[config.mk]
export PLATFORM = sky130hd
export DESIGN_NAME = wav_stream_parser_flat
export DESIGN_NICKNAME = d
export VERILOG_FILES = /design/src/design/wsp_pkg.sv /design/src/design/wsp_in_if.sv /design/src/design/wsp_out_if.sv /design/src/design/wsp_dpath.sv /design/src/design/wsp_ctrl.sv /design/src/design/wav_stream_parser.sv /design/src/flat_wrapper.sv
export SDC_FILE = /design/constraint.sdc
export NUM_CORES = 1
export LEC_CHECK = 0
export BUFFER_PORTS_ARGS = -buffer_cell sky130_fd_sc_hd__buf_2
export CORE_ASPECT_RATIO = 2
export CORE_MARGIN = 5
export CORE_UTILIZATION = 63
export CTS_BUF_LIST = sky130_fd_sc_hd__clkbuf_8
export CTS_CLUSTER_DIAMETER = 80
export DETAILED_ROUTE_END_ITERATION = 16
export PLACE_DENSITY = 0.87
export SYNTH_ARGS = -nofsm -noshare
export SYNTH_HDL_FRONTEND = slang
export SYNTH_SLANG_ARGS = --single-unit
[constraint.sdc]
create_clock -name clk -period 8.4 [get_ports clk]
set_input_delay 1.68 -clock clk [delete_from_list [all_inputs] [get_ports clk]]
set_output_delay 1.68 -clock clk [all_outputs]
set_load 0.1 [all_outputs]
[src/design/wsp_pkg.sv]
`default_nettype none
package wsp_pkg;

  // chunk and header identifiers, little-endian as read from the stream
  localparam logic [31:0] ID_FMT  = 32'h20746D66;
  localparam logic [31:0] ID_DATA = 32'h61746164;
  localparam logic [31:0] ID_RIFF = 32'h46464952;
  localparam logic [31:0] ID_WAVE = 32'h45564157;

  localparam int unsigned FMT_BYTES = 16;

  typedef enum logic [3:0] {
    PH_RIFF_ID,
    PH_RIFF_SIZE,
    PH_RIFF_TYPE,
    PH_CHUNK_ID,
    PH_CHUNK_SZ,
    PH_FMT_BODY,
    PH_SKIP,
    PH_SAMPLES,
    PH_ERROR,
    PH_DONE,
    PH_DIV
  } phase_t;

  typedef enum logic [1:0] {
    KIND_FORMAT = 2'd0,
    KIND_SAMPLE = 2'd1,
    KIND_ERROR  = 2'd2
  } kind_t;

  typedef enum logic [3:0] {
    ERR_RIFF_ID    = 4'd0,
    ERR_TYPE       = 4'd1,
    ERR_COMP       = 4'd2,
    ERR_ZERO_CHANS = 4'd3,
    ERR_NOT_MONO   = 4'd4,
    ERR_ALIGN_ZERO = 4'd5,
    ERR_BITS_LOW   = 4'd6,
    ERR_BITS_HIGH  = 4'd7,
    ERR_ALIGN_MISM = 4'd8,
    ERR_DATA_EARLY = 4'd9,
    ERR_SIZE_MULT  = 4'd10,
    ERR_TRUNCATED  = 4'd11
  } err_t;

  // controller to datapath
  typedef struct packed {
    logic  restart;
    logic  shift_word;
    logic  latch_id;
    logic  load_skip_fmt;
    logic  load_skip_pad;
    logic  skip_dec;
    logic  fmt_write;
    logic  fmt_commit;
    logic  div_start;
    logic  sample_add;
    logic  sample_clear;
    logic  out_load;
    kind_t out_kind;
    err_t  out_err;
  } cmd_t;

  // datapath to controller
  typedef struct packed {
    logic word_last;
    logic fmt_last;
    logic is_riff;
    logic is_wave;
    logic id_fmt;
    logic id_data;
    logic padded_zero;
    logic fmt_bad;
    err_t fmt_code;
    logic skip_last;
    logic skip_zero;
    logic format_seen;
    logic sample_last;
    logic div_idle;
    logic div_rem_zero;
  } sts_t;

endpackage
`default_nettype wire

[src/design/wsp_in_if.sv]
`default_nettype none
interface wsp_in_if;
  logic       valid;
  logic       ready;
  logic [7:0] data_byte;
  logic       restart;
  logic       end_of_stream;

  modport source (output valid, data_byte, restart, end_of_stream, input ready);
  modport sink (input valid, data_byte, restart, end_of_stream, output ready);
endinterface
`default_nettype wire

[src/design/wsp_out_if.sv]
`default_nettype none
interface wsp_out_if;
  logic               valid;
  logic               ready;
  logic [1:0]         kind;
  logic signed [31:0] sample;
  logic [31:0]        sample_rate;
  logic [6:0]         valid_bits;
  logic [3:0]         sample_bytes;
  logic [31:0]        frame_count;
  logic [3:0]         error_code;

  modport source (output valid, kind, sample, sample_rate, valid_bits, sample_bytes,
                  frame_count, error_code, input ready);
  modport sink (input valid, kind, sample, sample_rate, valid_bits, sample_bytes,
                frame_count, error_code, output ready);
endinterface
`default_nettype wire

[src/design/wsp_dpath.sv]
`default_nettype none
module wsp_dpath (
  input  wire logic              clk,
  input  wire logic              rst_n,
  input  wire logic [7:0]        data_byte,
  input  wire wsp_pkg::cmd_t     cmd,
  output wsp_pkg::sts_t          sts,
  output logic [1:0]             o_kind,
  output logic signed [31:0]     o_sample,
  output logic [31:0]            o_rate,
  output logic [6:0]             o_bits,
  output logic [3:0]             o_bytes,
  output logic [31:0]            o_frames,
  output logic [3:0]             o_err
);

  logic [3:0]  cnt_r, cnt_nxt, cnt_e;
  logic [31:0] word_r, word_nxt, word_new;
  logic [31:0] id_r, id_nxt;
  logic [31:0] skip_r, skip_nxt;
  logic [7:0]  body_r [wsp_pkg::FMT_BYTES];
  logic        seen_r, seen_nxt;
  logic [31:0] rate_r, rate_nxt, rate_e;
  logic [6:0]  bits_r, bits_nxt, bits_e;
  logic [3:0]  bytes_r, bytes_nxt, bytes_e;
  logic [31:0] acc_r, acc_nxt, acc_sum, acc_add, smp_v;
  logic [2:0]  idx_r, idx_nxt;
  logic [31:0] padded;
  logic [15:0] f_comp, f_chans, f_align, f_bits;
  logic [31:0] f_rate;
  logic [16:0] f_bits_rnd;
  logic        div_busy_r, div_busy_nxt;
  logic [4:0]  div_cnt_r, div_cnt_nxt;
  logic [31:0] dvd_r, dvd_nxt;
  logic [3:0]  rem_r, rem_nxt;
  logic [4:0]  div_try;
  logic        div_ge;

  // restart beat sees the reset view of the counters and format
  assign cnt_e    = cmd.restart ? 4'd0 : cnt_r;
  assign rate_e   = cmd.restart ? 32'd0 : rate_r;
  assign bits_e   = cmd.restart ? 7'd0 : bits_r;
  assign bytes_e  = cmd.restart ? 4'd0 : bytes_r;
  assign word_new = {data_byte, word_r[31:8]};
  assign padded   = word_new + {31'd0, word_new[0]};

  // fmt body fields, last byte straight from the input
  assign f_comp     = {body_r[1], body_r[0]};
  assign f_chans    = {body_r[3], body_r[2]};
  assign f_rate     = {body_r[7], body_r[6], body_r[5], body_r[4]};
  assign f_align    = {body_r[13], body_r[12]};
  assign f_bits     = {data_byte, body_r[14]};
  assign f_bits_rnd = ({1'b0, f_bits} + 17'd7) >> 3;

  // sample byte, the top byte sign-extended for samples of two to four bytes
  always_comb begin
    smp_v = {24'd0, data_byte};
    if (sts.sample_last && bytes_r >= 4'd2 && data_byte[7]) begin
      smp_v = {24'hFFFFFF, data_byte};
    end
    acc_add = 32'd0;
    if (idx_r < 3'd4) begin
      acc_add = smp_v << {idx_r[1:0], 3'b000};
    end
    acc_sum = acc_r + acc_add;
  end

  // status
  always_comb begin
    sts              = '0;
    sts.word_last    = (cnt_e[1:0] == 2'd3);
    sts.fmt_last     = (cnt_e == 4'd15);
    sts.is_riff      = (word_new == wsp_pkg::ID_RIFF);
    sts.is_wave      = (word_new == wsp_pkg::ID_WAVE);
    sts.id_fmt       = (id_r == wsp_pkg::ID_FMT);
    sts.id_data      = (id_r == wsp_pkg::ID_DATA);
    sts.padded_zero  = (padded == 32'd0);
    sts.skip_last    = (skip_r == 32'd1);
    sts.skip_zero    = (skip_r == 32'd0);
    sts.format_seen  = seen_r;
    sts.sample_last  = ({1'b0, idx_r} + 4'd1 >= bytes_r);
    sts.div_idle     = !div_busy_r;
    sts.div_rem_zero = (rem_r == 4'd0);
    sts.fmt_bad      = 1'b1;
    if (f_comp != 16'd1) begin
      sts.fmt_code = wsp_pkg::ERR_COMP;
    end else if (f_chans == 16'd0) begin
      sts.fmt_code = wsp_pkg::ERR_ZERO_CHANS;
    end else if (f_chans != 16'd1) begin
      sts.fmt_code = wsp_pkg::ERR_NOT_MONO;
    end else if (f_align == 16'd0) begin
      sts.fmt_code = wsp_pkg::ERR_ALIGN_ZERO;
    end else if (f_bits < 16'd2) begin
      sts.fmt_code = wsp_pkg::ERR_BITS_LOW;
    end else if (f_bits > 16'd64) begin
      sts.fmt_code = wsp_pkg::ERR_BITS_HIGH;
    end else if (f_bits_rnd != {1'b0, f_align}) begin
      sts.fmt_code = wsp_pkg::ERR_ALIGN_MISM;
    end else begin
      sts.fmt_code = wsp_pkg::ERR_RIFF_ID;
      sts.fmt_bad  = 1'b0;
    end
  end

  // header, chunk and format registers
  always_comb begin
    cnt_nxt   = cnt_e;
    word_nxt  = word_r;
    id_nxt    = id_r;
    skip_nxt  = skip_r;
    seen_nxt  = cmd.restart ? 1'b0 : seen_r;
    rate_nxt  = rate_e;
    bits_nxt  = bits_e;
    bytes_nxt = bytes_e;
    if (cmd.shift_word) begin
      word_nxt = word_new;
      cnt_nxt  = sts.word_last ? 4'd0 : cnt_e + 4'd1;
    end
    if (cmd.fmt_write) begin
      cnt_nxt = cnt_e + 4'd1;
    end
    if (cmd.latch_id) begin
      id_nxt = word_new;
    end
    if (cmd.load_skip_fmt) begin
      skip_nxt = (padded > 32'd16) ? padded - 32'd16 : 32'd0;
    end
    if (cmd.load_skip_pad) begin
      skip_nxt = padded;
    end
    if (cmd.skip_dec) begin
      skip_nxt = skip_r - 32'd1;
    end
    if (cmd.fmt_commit) begin
      seen_nxt  = 1'b1;
      rate_nxt  = f_rate;
      bits_nxt  = f_bits[6:0];
      bytes_nxt = f_align[3:0];
    end
  end

  // sample assembly
  always_comb begin
    acc_nxt = acc_r;
    idx_nxt = idx_r;
    if (cmd.sample_clear) begin
      acc_nxt = 32'd0;
      idx_nxt = 3'd0;
    end else if (cmd.sample_add) begin
      if (sts.sample_last) begin
        acc_nxt = 32'd0;
        idx_nxt = 3'd0;
      end else begin
        acc_nxt = acc_sum;
        idx_nxt = idx_r + 3'd1;
      end
    end
  end

  // restoring divider for the frame count, one quotient bit a cycle
  always_comb begin
    div_try      = {rem_r, dvd_r[31]};
    div_ge       = (div_try >= {1'b0, bytes_r});
    div_busy_nxt = div_busy_r;
    div_cnt_nxt  = div_cnt_r;
    dvd_nxt      = dvd_r;
    rem_nxt      = rem_r;
    if (cmd.div_start) begin
      div_busy_nxt = 1'b1;
      div_cnt_nxt  = 5'd0;
      dvd_nxt      = word_new;
      rem_nxt      = 4'd0;
    end else if (div_busy_r) begin
      rem_nxt     = div_ge ? (div_try[3:0] - bytes_r) : div_try[3:0];
      dvd_nxt     = {dvd_r[30:0], div_ge};
      div_cnt_nxt = div_cnt_r + 5'd1;
      if (div_cnt_r == 5'd31) begin
        div_busy_nxt = 1'b0;
      end
    end
  end

  // control registers
  always_ff @(posedge clk) begin
    if (!rst_n) begin
      cnt_r      <= 4'd0;
      seen_r     <= 1'b0;
      rate_r     <= 32'd0;
      bits_r     <= 7'd0;
      bytes_r    <= 4'd0;
      div_busy_r <= 1'b0;
    end else begin
      cnt_r      <= cnt_nxt;
      seen_r     <= seen_nxt;
      rate_r     <= rate_nxt;
      bits_r     <= bits_nxt;
      bytes_r    <= bytes_nxt;
      div_busy_r <= div_busy_nxt;
    end
  end

  // payload registers
  always_ff @(posedge clk) begin
    word_r    <= word_nxt;
    id_r      <= id_nxt;
    skip_r    <= skip_nxt;
    acc_r     <= acc_nxt;
    idx_r     <= idx_nxt;
    div_cnt_r <= div_cnt_nxt;
    dvd_r     <= dvd_nxt;
    rem_r     <= rem_nxt;
    if (cmd.fmt_write) begin
      body_r[cnt_e] <= data_byte;
    end
  end

  // result register, format as it stands after this beat
  always_ff @(posedge clk) begin
    if (cmd.out_load) begin
      o_kind   <= cmd.out_kind;
      o_sample <= (cmd.out_kind == wsp_pkg::KIND_SAMPLE) ? acc_sum : 32'd0;
      o_rate   <= rate_nxt;
      o_bits   <= bits_nxt;
      o_bytes  <= bytes_nxt;
      o_frames <= (cmd.out_kind == wsp_pkg::KIND_FORMAT) ? dvd_r : 32'd0;
      o_err    <= (cmd.out_kind == wsp_pkg::KIND_ERROR) ? cmd.out_err : wsp_pkg::ERR_RIFF_ID;
    end
  end

endmodule
`default_nettype wire

[src/design/wsp_ctrl.sv]
`default_nettype none
module wsp_ctrl (
  input  wire logic          clk,
  input  wire logic          rst_n,
  input  wire logic          beat,
  input  wire logic          restart,
  input  wire logic          eos,
  input  wire logic          out_ready,
  input  wire wsp_pkg::sts_t sts,
  output wsp_pkg::cmd_t      cmd,
  output logic               in_ready,
  output logic               out_valid
);

  wsp_pkg::phase_t phase_r, phase_nxt, phase_e;
  logic            eos_r, eos_nxt;
  logic            valid_r, valid_nxt;
  logic            raise, emit, defer;
  wsp_pkg::err_t   code;
  wsp_pkg::kind_t  emit_kind;
  logic            out_free;

  assign out_free  = !valid_r || out_ready;
  assign in_ready  = (phase_r != wsp_pkg::PH_DIV) && out_free;
  assign out_valid = valid_r;
  assign phase_e   = (beat && restart) ? wsp_pkg::PH_RIFF_ID : phase_r;

  // next phase and datapath commands
  always_comb begin
    cmd         = '0;
    cmd.restart = beat && restart;
    phase_nxt   = phase_e;
    eos_nxt     = eos_r;
    raise       = 1'b0;
    emit        = 1'b0;
    defer       = 1'b0;
    code        = wsp_pkg::ERR_RIFF_ID;
    emit_kind   = wsp_pkg::KIND_SAMPLE;
    if (beat) begin
      case (phase_e)
        wsp_pkg::PH_RIFF_ID: begin
          cmd.shift_word = 1'b1;
          if (sts.word_last) begin
            if (!sts.is_riff) begin
              raise = 1'b1;
              code  = wsp_pkg::ERR_RIFF_ID;
            end else begin
              phase_nxt = wsp_pkg::PH_RIFF_SIZE;
            end
          end
        end
        wsp_pkg::PH_RIFF_SIZE: begin
          cmd.shift_word = 1'b1;
          if (sts.word_last) phase_nxt = wsp_pkg::PH_RIFF_TYPE;
        end
        wsp_pkg::PH_RIFF_TYPE: begin
          cmd.shift_word = 1'b1;
          if (sts.word_last) begin
            if (!sts.is_wave) begin
              raise = 1'b1;
              code  = wsp_pkg::ERR_TYPE;
            end else begin
              phase_nxt = wsp_pkg::PH_CHUNK_ID;
            end
          end
        end
        wsp_pkg::PH_CHUNK_ID: begin
          cmd.shift_word = 1'b1;
          if (sts.word_last) begin
            cmd.latch_id = 1'b1;
            phase_nxt    = wsp_pkg::PH_CHUNK_SZ;
          end
        end
        wsp_pkg::PH_CHUNK_SZ: begin
          cmd.shift_word = 1'b1;
          if (sts.word_last) begin
            if (sts.id_fmt) begin
              cmd.load_skip_fmt = 1'b1;
              phase_nxt         = wsp_pkg::PH_FMT_BODY;
            end else if (sts.id_data) begin
              if (!sts.format_seen) begin
                raise = 1'b1;
                code  = wsp_pkg::ERR_DATA_EARLY;
              end else begin
                cmd.div_start = 1'b1;
                defer         = 1'b1;
                eos_nxt       = eos;
                phase_nxt     = wsp_pkg::PH_DIV;
              end
            end else if (sts.padded_zero) begin
              phase_nxt = wsp_pkg::PH_CHUNK_ID;
            end else begin
              cmd.load_skip_pad = 1'b1;
              phase_nxt         = wsp_pkg::PH_SKIP;
            end
          end
        end
        wsp_pkg::PH_FMT_BODY: begin
          cmd.fmt_write = 1'b1;
          if (sts.fmt_last) begin
            if (sts.fmt_bad) begin
              raise = 1'b1;
              code  = sts.fmt_code;
            end else begin
              cmd.fmt_commit = 1'b1;
              phase_nxt = sts.skip_zero ? wsp_pkg::PH_CHUNK_ID : wsp_pkg::PH_SKIP;
            end
          end
        end
        wsp_pkg::PH_SKIP: begin
          cmd.skip_dec = 1'b1;
          if (sts.skip_last) phase_nxt = wsp_pkg::PH_CHUNK_ID;
        end
        wsp_pkg::PH_SAMPLES: begin
          cmd.sample_add = 1'b1;
          if (sts.sample_last) begin
            emit      = 1'b1;
            emit_kind = wsp_pkg::KIND_SAMPLE;
          end
        end
        default: begin
          defer = 1'b1;
        end
      endcase
      // last byte of the file
      if (eos && !defer && !raise) begin
        if (emit) begin
          phase_nxt = wsp_pkg::PH_DONE;
        end else begin
          raise = 1'b1;
          code  = wsp_pkg::ERR_TRUNCATED;
        end
      end
    end else if (phase_r == wsp_pkg::PH_DIV && sts.div_idle && out_free) begin
      // frame count ready
      if (!sts.div_rem_zero) begin
        raise = 1'b1;
        code  = wsp_pkg::ERR_SIZE_MULT;
      end else begin
        emit             = 1'b1;
        emit_kind        = wsp_pkg::KIND_FORMAT;
        cmd.sample_clear = 1'b1;
        phase_nxt        = eos_r ? wsp_pkg::PH_DONE : wsp_pkg::PH_SAMPLES;
      end
    end
    if (raise) begin
      phase_nxt    = wsp_pkg::PH_ERROR;
      cmd.out_load = 1'b1;
      cmd.out_kind = wsp_pkg::KIND_ERROR;
      cmd.out_err  = code;
    end else if (emit) begin
      cmd.out_load = 1'b1;
      cmd.out_kind = emit_kind;
    end
    valid_nxt = cmd.out_load || (valid_r && !out_ready);
  end

  // state registers
  always_ff @(posedge clk) begin
    if (!rst_n) begin
      phase_r <= wsp_pkg::PH_RIFF_ID;
      eos_r   <= 1'b0;
      valid_r <= 1'b0;
    end else begin
      phase_r <= phase_nxt;
      eos_r   <= eos_nxt;
      valid_r <= valid_nxt;
    end
  end

endmodule
`default_nettype wire

[src/design/wav_stream_parser.sv]
// Mono PCM WAV stream parser.
// in_ch carries one file byte per beat, with restart on the first byte of a
// file and end_of_stream on the last. out_ch carries at most one result per
// input beat: the format with frame count when the data chunk opens, then one
// sample per sample_bytes bytes, or an error code that holds until restart.
// A byte is taken each cycle while no divide runs and out_ch is not stalled;
// the result of a beat is registered and shows on out_ch the next cycle.
// The data chunk size is divided by the block align in a restoring divider,
// one quotient bit per cycle; no byte is taken until the format result loads.
// While a result waits on out_ch, in_ch still takes a beat in the cycle that
// out_ch.ready is high; with out_ch stalled, in_ch.ready drops.
// After reset the parser expects the RIFF identifier and holds no format.
// Bytes after the last byte of a file or after an error are dropped until a
// beat with restart.
`default_nettype none
module wav_stream_parser (
  input wire logic clk,
  input wire logic rst_n,
  wsp_in_if.sink   in_ch,
  wsp_out_if.source out_ch
);

  wsp_pkg::cmd_t cmd;
  wsp_pkg::sts_t sts;
  logic          beat;

  assign beat = in_ch.valid && in_ch.ready;

  // sequencer
  wsp_ctrl u_ctrl (
    .clk       (clk),
    .rst_n     (rst_n),
    .beat      (beat),
    .restart   (in_ch.restart),
    .eos       (in_ch.end_of_stream),
    .out_ready (out_ch.ready),
    .sts       (sts),
    .cmd       (cmd),
    .in_ready  (in_ch.ready),
    .out_valid (out_ch.valid)
  );

  // field registers, divider and result register
  wsp_dpath u_dpath (
    .clk       (clk),
    .rst_n     (rst_n),
    .data_byte (in_ch.data_byte),
    .cmd       (cmd),
    .sts       (sts),
    .o_kind    (out_ch.kind),
    .o_sample  (out_ch.sample),
    .o_rate    (out_ch.sample_rate),
    .o_bits    (out_ch.valid_bits),
    .o_bytes   (out_ch.sample_bytes),
    .o_frames  (out_ch.frame_count),
    .o_err     (out_ch.error_code)
  );

  // a new result never overwrites one still waiting
  a_no_overwrite: assert property (@(posedge clk) disable iff (!rst_n)
    cmd.out_load |-> (!out_ch.valid || out_ch.ready))
    else $error("result register overwritten");

  // input stalls while the frame count is being divided
  a_div_stall: assert property (@(posedge clk) disable iff (!rst_n)
    cmd.div_start |=> !in_ch.ready)
    else $error("input taken during divide");

  // error results carry no sample and no frame count
  a_err_clean: assert property (@(posedge clk) disable iff (!rst_n)
    (out_ch.valid && out_ch.kind == wsp_pkg::KIND_ERROR) |->
      (out_ch.sample == 32'sd0 && out_ch.frame_count == 32'd0))
    else $error("error result with payload");

endmodule
`default_nettype wire

[src/flat_wrapper.sv]
// flat-port wrapper written by rule: the top's interface ports become plain ports
module wav_stream_parser_flat 
  (clk, rst_n, in_ch_valid, in_ch_data_byte, in_ch_restart, in_ch_end_of_stream, in_ch_ready, out_ch_valid, out_ch_kind, out_ch_sample, out_ch_sample_rate, out_ch_valid_bits, out_ch_sample_bytes, out_ch_frame_count, out_ch_error_code, out_ch_ready);
  wsp_in_if in_ch_i ();
  wsp_out_if out_ch_i ();
  input wire logic clk;
  input wire logic rst_n;
  input wire logic [$bits(in_ch_i.valid)-1:0] in_ch_valid;
  input wire logic [$bits(in_ch_i.data_byte)-1:0] in_ch_data_byte;
  input wire logic [$bits(in_ch_i.restart)-1:0] in_ch_restart;
  input wire logic [$bits(in_ch_i.end_of_stream)-1:0] in_ch_end_of_stream;
  output wire logic [$bits(in_ch_i.ready)-1:0] in_ch_ready;
  output wire logic [$bits(out_ch_i.valid)-1:0] out_ch_valid;
  output wire logic [$bits(out_ch_i.kind)-1:0] out_ch_kind;
  output wire logic [$bits(out_ch_i.sample)-1:0] out_ch_sample;
  output wire logic [$bits(out_ch_i.sample_rate)-1:0] out_ch_sample_rate;
  output wire logic [$bits(out_ch_i.valid_bits)-1:0] out_ch_valid_bits;
  output wire logic [$bits(out_ch_i.sample_bytes)-1:0] out_ch_sample_bytes;
  output wire logic [$bits(out_ch_i.frame_count)-1:0] out_ch_frame_count;
  output wire logic [$bits(out_ch_i.error_code)-1:0] out_ch_error_code;
  input wire logic [$bits(out_ch_i.ready)-1:0] out_ch_ready;
  assign in_ch_i.valid = in_ch_valid;
  assign in_ch_i.data_byte = in_ch_data_byte;
  assign in_ch_i.restart = in_ch_restart;
  assign in_ch_i.end_of_stream = in_ch_end_of_stream;
  assign in_ch_ready = in_ch_i.ready;
  assign out_ch_valid = out_ch_i.valid;
  assign out_ch_kind = out_ch_i.kind;
  assign out_ch_sample = out_ch_i.sample;
  assign out_ch_sample_rate = out_ch_i.sample_rate;
  assign out_ch_valid_bits = out_ch_i.valid_bits;
  assign out_ch_sample_bytes = out_ch_i.sample_bytes;
  assign out_ch_frame_count = out_ch_i.frame_count;
  assign out_ch_error_code = out_ch_i.error_code;
  assign out_ch_i.ready = out_ch_ready;
  wav_stream_parser u_core (.clk(clk), .rst_n(rst_n), .in_ch(in_ch_i), .out_ch(out_ch_i));
endmodule
==> flow_summary.toml, run 1 <==
[status]
status = "finished, final reports clean"

[yosys]
synth_fa_ha_area_share_pct = 3.36
yosys.cell_types.count = 91
yosys.area_share.simple_pct = 20.6
syn_inst = 1978
synth_area_per_cell_sq_um = 10.6
seq_area_frac_synth_pct = 55.5
synth_edf_count = 321
synth_fp_nets = 2047
ys_ff_latch = 420
synth.area.mux_share_pct = 0.830
yosys_warnings = 0
synth_compound_gate_area_share_pct = 12.0
synthFlopType = "edfxtp_1"
netlist_area_sq_um = 21000
synth_top_family_by_area = "simple AND/OR/NAND/NOR gates"
synthArstFlopShare_pct = 0
yosys.area_share.xor_xnor_pct = 4.81

[clock_tree]
clkLatencyLatePin_ps = 660
cts_resized = 0
path_clk_slew_ps = 80
cts_tree = "yes"
cts_root_buf = "clkbuf_8"
cts.sinks = 420
h-tree-depth = 2
post_cts_buffers = 0
postCtsHoldBufs = 0
ctsLongestPathBuffers = 3
cts_buffers = 55

[detailed_routing]
route.detailed.drc = 0
totalWireLength_um = 58800
drtIter0Drc = 1265
viasPerCell = 6.40
ant_nets = 0
via_count = 16500
drt-pass1-iter-count = 6
avgRoutedWirePerCell_um = 22.9

[worst_setup_path]
max_stage_delay_ps = 820
rrSetupSlack_ps = 2170
r2r_cells = 18
cp-start-kind = "flip-flop"
required_ps = 8910
end_kind = "flip-flop"
path_cells = "ha_1 > ha_1 > a21o_1 > a21o_1 > a21oi_1 > a311oi_1 > o21ai_1 > a21oi_1 > ha_1 > and2_1 > and3_1 > a21o_1 > a21oi_1 > inv_1 > o31ai_1 > a21oi_1 > xnor2_1 > and2_1"
cp_num_buf_inv = 1
cp_slowest_cell = "a21oi_1"
r2r-start = "u_core.u_dpath.idx_r[1]$_SDFFE_PP0P_"
path_max_fanout = 20
reg2reg_to = "u_core.u_dpath.o_sample[26]$_SDFFCE_PP0P_"
crit_path_frequent_cell = "a21oi_1"
cp.arrival_ps = 6740
crit_family = "compound AO/OA/AOI/OAI gates"
worstSetupPathType = "reg -> reg"

[final_layout]
nets = 2160
final_util_pct = 70.5
multi_input_area_sq_um = 8760
layout_commonest_cell = "edfxtp_1"
syn_to_final_growth_pct = 10.9
drive_gt1_share_pct = 13.6
layout_common_cells = "321 x edfxtp_1, 271 x nand2_1, 128 x buf_2"
fin_area_sq_um = 23200
ff_latch_area_sq_um = 11600
nFillCells = 2319

[power]
p_per_area_nw_per_um2 = 188
p_leak_nw = 8.66
peakVddDrop_mv = 0.157
power.total_w = 0.00438

[place]
dp_hpwl_um = 41900
place_area_sq_um = 22000
place_congestion = 0.958
port_buffers = 128

[die]
core_sq_um = 32900
die-area_sq_um = 37200
die_y_um = 268
die_w_um = 139
fp-row-count = 94
pin_count = 129
initial_core_util_pct = 63.6

[sta]
hold_viol = 0
rsz0062_at_grt = "false"
fin_crit_ps = 6230
finalClockSkew_ps = 44.2
worst_pin_slew_ps = 1220
finalCritPeriodShare_pct = 74.1
slew_viol_final = 0
fmax_mhz = 161
finalSetupTns_ps = 0
maxSlewHeadroom_pct = 18.4
hold_slack_ps = 459
setup_violations = 0

[min_path]
holdCritPathClass = "reg -> reg"
hold_end = "u_core.u_dpath.acc_r[4]$_SDFFE_PP0P_"
hold_depth = 2
min_from = "u_core.u_dpath.acc_r[4]$_SDFFE_PP0P_"

[global_route]
grt_max_degree = 65
grt_pass1_vias = 16800
grt_antenna_before_repair = 1
gr-total-overflow = 0
grtUsageTotal_pct = 31.1
grt_pass1_wl_um = 91200

[job]
cap_violations = 0
==> per-stage QoR <==
step,worst slack [ps],cells
floorplan,629,1978
global route,1910,2571
CTS,2350,2570
global placement,2010,2466
finish,2170,2571
detailed placement,1830,2466
==> worst register-to-register path, delay by kind of cell (launching register included) <==
family / cells / cell delay, ps
xor+xnor: 1 / 380
simple gates: 3 / 670
flops: 1 / 730
fa+ha+maj: 3 / 1090
buf+inv: 1 / 60
compound gates: 10 / 3180
==> cell usage after synthesis (all sizes together), types with 7 or more instances <==
library cell / n / share of area [%]
edfxtp: 321 / 46
nand2: 274 / 5.0
and2: 122 / 3.6
nor2: 113 / 2.0
dfxtp: 99 / 9.5
o21ai: 97 / 2.3
a21oi: 86 / 2.1
xnor2: 86 / 3.6
clkbuf: 79 / 1.4
nor3: 62 / 1.5
nand3: 57 / 1.4
ha: 53 / 3.2
inv: 48 / 0.86
and3: 33 / 0.99
nor4: 32 / 1.0
nand4: 31 / 1.0
o22ai: 31 / 0.96
xor2: 29 / 1.2
a21o: 24 / 0.86
nand2b: 23 / 0.69
buf: 22 / 0.62
nor2b: 19 / 0.57
or3: 19 / 0.57
a211oi: 16 / 0.62
a22oi: 15 / 0.60
mux2i: 14 / 0.67
or4: 13 / 0.48
a31oi: 12 / 0.36
or2: 10 / 0.30
and4: 9 / 0.39
o211ai: 9 / 0.32
nor4b: 8 / 0.33
o31ai: 8 / 0.31
a211o: 7 / 0.29
o21bai: 7 / 0.25
==> cell type report <==
class,count,area share (%)
repair buffers,157,3.69
well taps,432,2.33
clock inverters,41,1.70
diodes,1,0.0108
clock buffers,63,3.73
inverters,49,0.792
multi-input cells,1408,37.7
flip-flops and latches,420,50.0
==> logic make-up after synthesis <==
logic type	Yosys count
simple gates	841
fa+ha+maj	55
compound gates	380
buf+inv	150
mux	17
flops	420
xor+xnor	115
==> layer usage <==
layer	vias up	track usage [%]	part of all wire [%]	routed length [um]
met5	-	0	0	0
met2	874	57.5	52	30700
met4	0	23.9	9.0	5280
li1	7482	-	-	-
met3	295	4.36	6.3	3680
met1	7805	31.3	32	19100
==> power breakdown <==
group / internal (W) / switching, W
clock network: 0.000915 / 0.000789
logic: 0.0000699 / 0.000291
registers: 0.00227 / 0.0000450
total: 0.00325 / 0.00112
==> sequential cells by signal, indices dropped and copies added, names as in the netlist, 4 cells and up <==
register                  cells
u_core.u_ctrl.phase_r         4
u_core.u_dpath.acc_r         32
u_core.u_dpath.bits_r         7
u_core.u_dpath.body_r        88
u_core.u_dpath.bytes_r        4
u_core.u_dpath.cnt_r          4
u_core.u_dpath.div_cnt_r      5
u_core.u_dpath.dvd_r         32
u_core.u_dpath.id_r          32
u_core.u_dpath.o_bits         7
u_core.u_dpath.o_bytes        4
u_core.u_dpath.o_err          4
u_core.u_dpath.o_frames      32
u_core.u_dpath.o_rate        32
u_core.u_dpath.o_sample      32
u_core.u_dpath.rate_r        32
u_core.u_dpath.rem_r          4
u_core.u_dpath.skip_r        32
u_core.u_dpath.word_r        24
==> worst max-delay path by stage <==
stage                                              start                                   endpoint  slack [ps]  cells past startpoint
global placement                            out_ch_ready  u_core.u_dpath.o_frames[10]$_SDFFCE_PP0P_        2010                     17
CTS                 u_core.u_dpath.idx_r[1]$_SDFFE_PP0P_  u_core.u_dpath.o_sample[26]$_SDFFCE_PP0P_        2350                     18
finish              u_core.u_dpath.idx_r[1]$_SDFFE_PP0P_  u_core.u_dpath.o_sample[26]$_SDFFCE_PP0P_        2170                     18
detailed placement                          out_ch_ready  u_core.u_dpath.o_frames[10]$_SDFFCE_PP0P_        1830                     17
floorplan                                   out_ch_ready         u_core.u_dpath.o_bits[0]$_DFFE_PP_         630                     17
global route        u_core.u_dpath.idx_r[1]$_SDFFE_PP0P_  u_core.u_dpath.o_sample[26]$_SDFFCE_PP0P_        1910                     18
(Power assumes the default switching activity.)
==> inputs of run 2 (changes only) <==
clock period = 6.3 ns   (was 8.4 ns; I/O delays follow)
==> flow_summary.toml, run 2 (same netlist as run 1, synthesis figures left out) <==
[status]
status = "finished, final reports clean"

[clock_tree]
cts.sinks = 420
post_cts_buffers = 0
h-tree-depth = 2
postCtsHoldBufs = 0
cts_tree = "yes"
cts_buffers = 54
ctsLongestPathBuffers = 3
cts_resized = 0
clkLatencyLatePin_ps = 650
cts_root_buf = "clkbuf_8"
path_clk_slew_ps = 80

[sta]
maxSlewHeadroom_pct = 19.5
finalSetupTns_ps = 0
worst_pin_slew_ps = 1210
setup_violations = 0
finalClockSkew_ps = 39.6
hold_viol = 0
fmax_mhz = 198
rsz0062_at_grt = "false"
fin_crit_ps = 5040
slew_viol_final = 0
finalCritPeriodShare_pct = 80.1

[die]
core_sq_um = 32900
die_y_um = 268
pin_count = 129
initial_core_util_pct = 63.6
fp-row-count = 94
die-area_sq_um = 37200
die_w_um = 139

[worst_setup_path]
max_stage_delay_ps = 620
end_kind = "flip-flop"
worstSetupPathType = "reg -> reg"
path_max_fanout = 30
cp_slowest_cell = "o21ai_1"
cp.arrival_ps = 5420
crit_family = "compound AO/OA/AOI/OAI gates"
path_cells = "buf_4 > ha_1 > nand2b_1 > a21o_1 > a21o_1 > a21oi_1 > a311oi_1 > o21ai_1 > a21oi_1 > ha_1 > and3_1 > and3_1 > nand3_1 > a211oi_1 > o31ai_1 > a211o_1 > mux2_2 > nand2_1"
cp_num_buf_inv = 1
cp-start-kind = "flip-flop"
required_ps = 6680

[detailed_routing]
via_count = 16500
drt-pass1-iter-count = 9
avgRoutedWirePerCell_um = 23.8
drtIter0Drc = 1267
viasPerCell = 6.40
ant_nets = 0
route.detailed.drc = 0
totalWireLength_um = 61200

[place]
placed_cells = 2476
place_congestion = 1.01
port_buffers = 128
place_area_sq_um = 22100
dp_hpwl_um = 44600

[global_route]
gr-usage-met2_pct = 59.5
grt_pass1_vias = 16800
use_met1_pct = 32.8
grtUsageTotal_pct = 32.1
grt_pass1_wl_um = 93000
grt_antenna_before_repair = 1
grt_use_met3_pct = 4.56
grt_max_degree = 88
busiest_layer = "met2"
gr-total-overflow = 0

[min_path]
holdCritPathClass = "reg -> reg"

[final_layout]
layout_commonest_cell = "edfxtp_1"
top_register = "u_core.u_dpath.body_r"
syn_to_final_growth_pct = 10.6
drive_gt1_share_pct = 13.7
final_util_pct = 70.4
nets = 2169
stdcell_count = 2578
largest_register_ffs = 88
layout_common_cells = "321 x edfxtp_1, 271 x nand2_1, 128 x buf_2"
fin_area_sq_um = 23200
nFillCells = 2315

[job]
cap_violations = 0

[power]
peakVddDrop_mv = 0.235
p_per_area_nw_per_um2 = 241
p_leak_nw = 8.61
-- run 2: changes by cell type in the layout (fill, tap and decap cells not counted), sizes merged --
cell,previous run,this run
buf,157,167
bufinv,7,3
clkbuf,63,56
clkinv,18,28
clkinvlp,3,5
inv,62,58
-- run 2: path summary, 6_finish.rpt --
path | startpoint | slack [ps] | end | cells after the start
setup / recovery | u_core.u_dpath.idx_r[0]$_SDFFE_PP0P_ | 1260 | u_core.u_dpath.o_sample[28]$_SDFFCE_PP0P_ | 18
hold / removal | u_core.u_dpath.acc_r[30]$_SDFFE_PP0P_ | 450 | u_core.u_dpath.acc_r[30]$_SDFFE_PP0P_ | 2
setup reg to reg | u_core.u_dpath.idx_r[0]$_SDFFE_PP0P_ | 1260 | u_core.u_dpath.o_sample[28]$_SDFFCE_PP0P_ | 18
hold reg to reg | u_core.u_dpath.acc_r[30]$_SDFFE_PP0P_ | 450 | u_core.u_dpath.acc_r[30]$_SDFFE_PP0P_ | 2
-- run 2: cell type report --
cell class                 instances  area (sq um)  share of cell area (%)
antenna                            1          2.50                  0.0108
clock buffer                      56           771                    3.33
clock inverter                    45           327                    1.41
inverter                          49           184                   0.794
multi-input combinational       1408          8770                    37.8
sequential                       420         11600                    50.1
tap                              432           541                    2.33
timing repair buffer             167           958                    4.14
-- run 2: per-stage QoR --
stage | total power, W | setup slack (ps) | hold slack, ps
after floorplan | 0.00349 | 321 | 422
after global placement | 0.00362 | 933 | 434
after detailed placement | 0.00362 | 719 | 436
after CTS | 0.00561 | 1310 | 449
after global routing | 0.00576 | 995 | 470
final | 0.00559 | 1260 | 448
-- run 2: layer usage --
layer  up-vias  share of wire [%]
li1       7500                  -
met2       924                 53
met5         -                  0
met4         0                8.3
met3       298                6.3
met1      7784                 33
-- run 2: worst reg2reg max path, delay by kind of cell, from the launching register on --
kind / cells / cell delay (ps)
buf+inv: 1 / 290
mux: 1 / 240
compound gates: 9 / 2350
flops: 1 / 350
fa+ha+maj: 2 / 790
simple gates: 5 / 800
-- run 2: power breakdown --
group          internal (W)  leakage, nW  total, W  switching (W)
logic             0.0000965         4.23  0.000489       0.000392
registers           0.00302         3.80   0.00308      0.0000596
clock network      0.000972        0.584   0.00202        0.00105
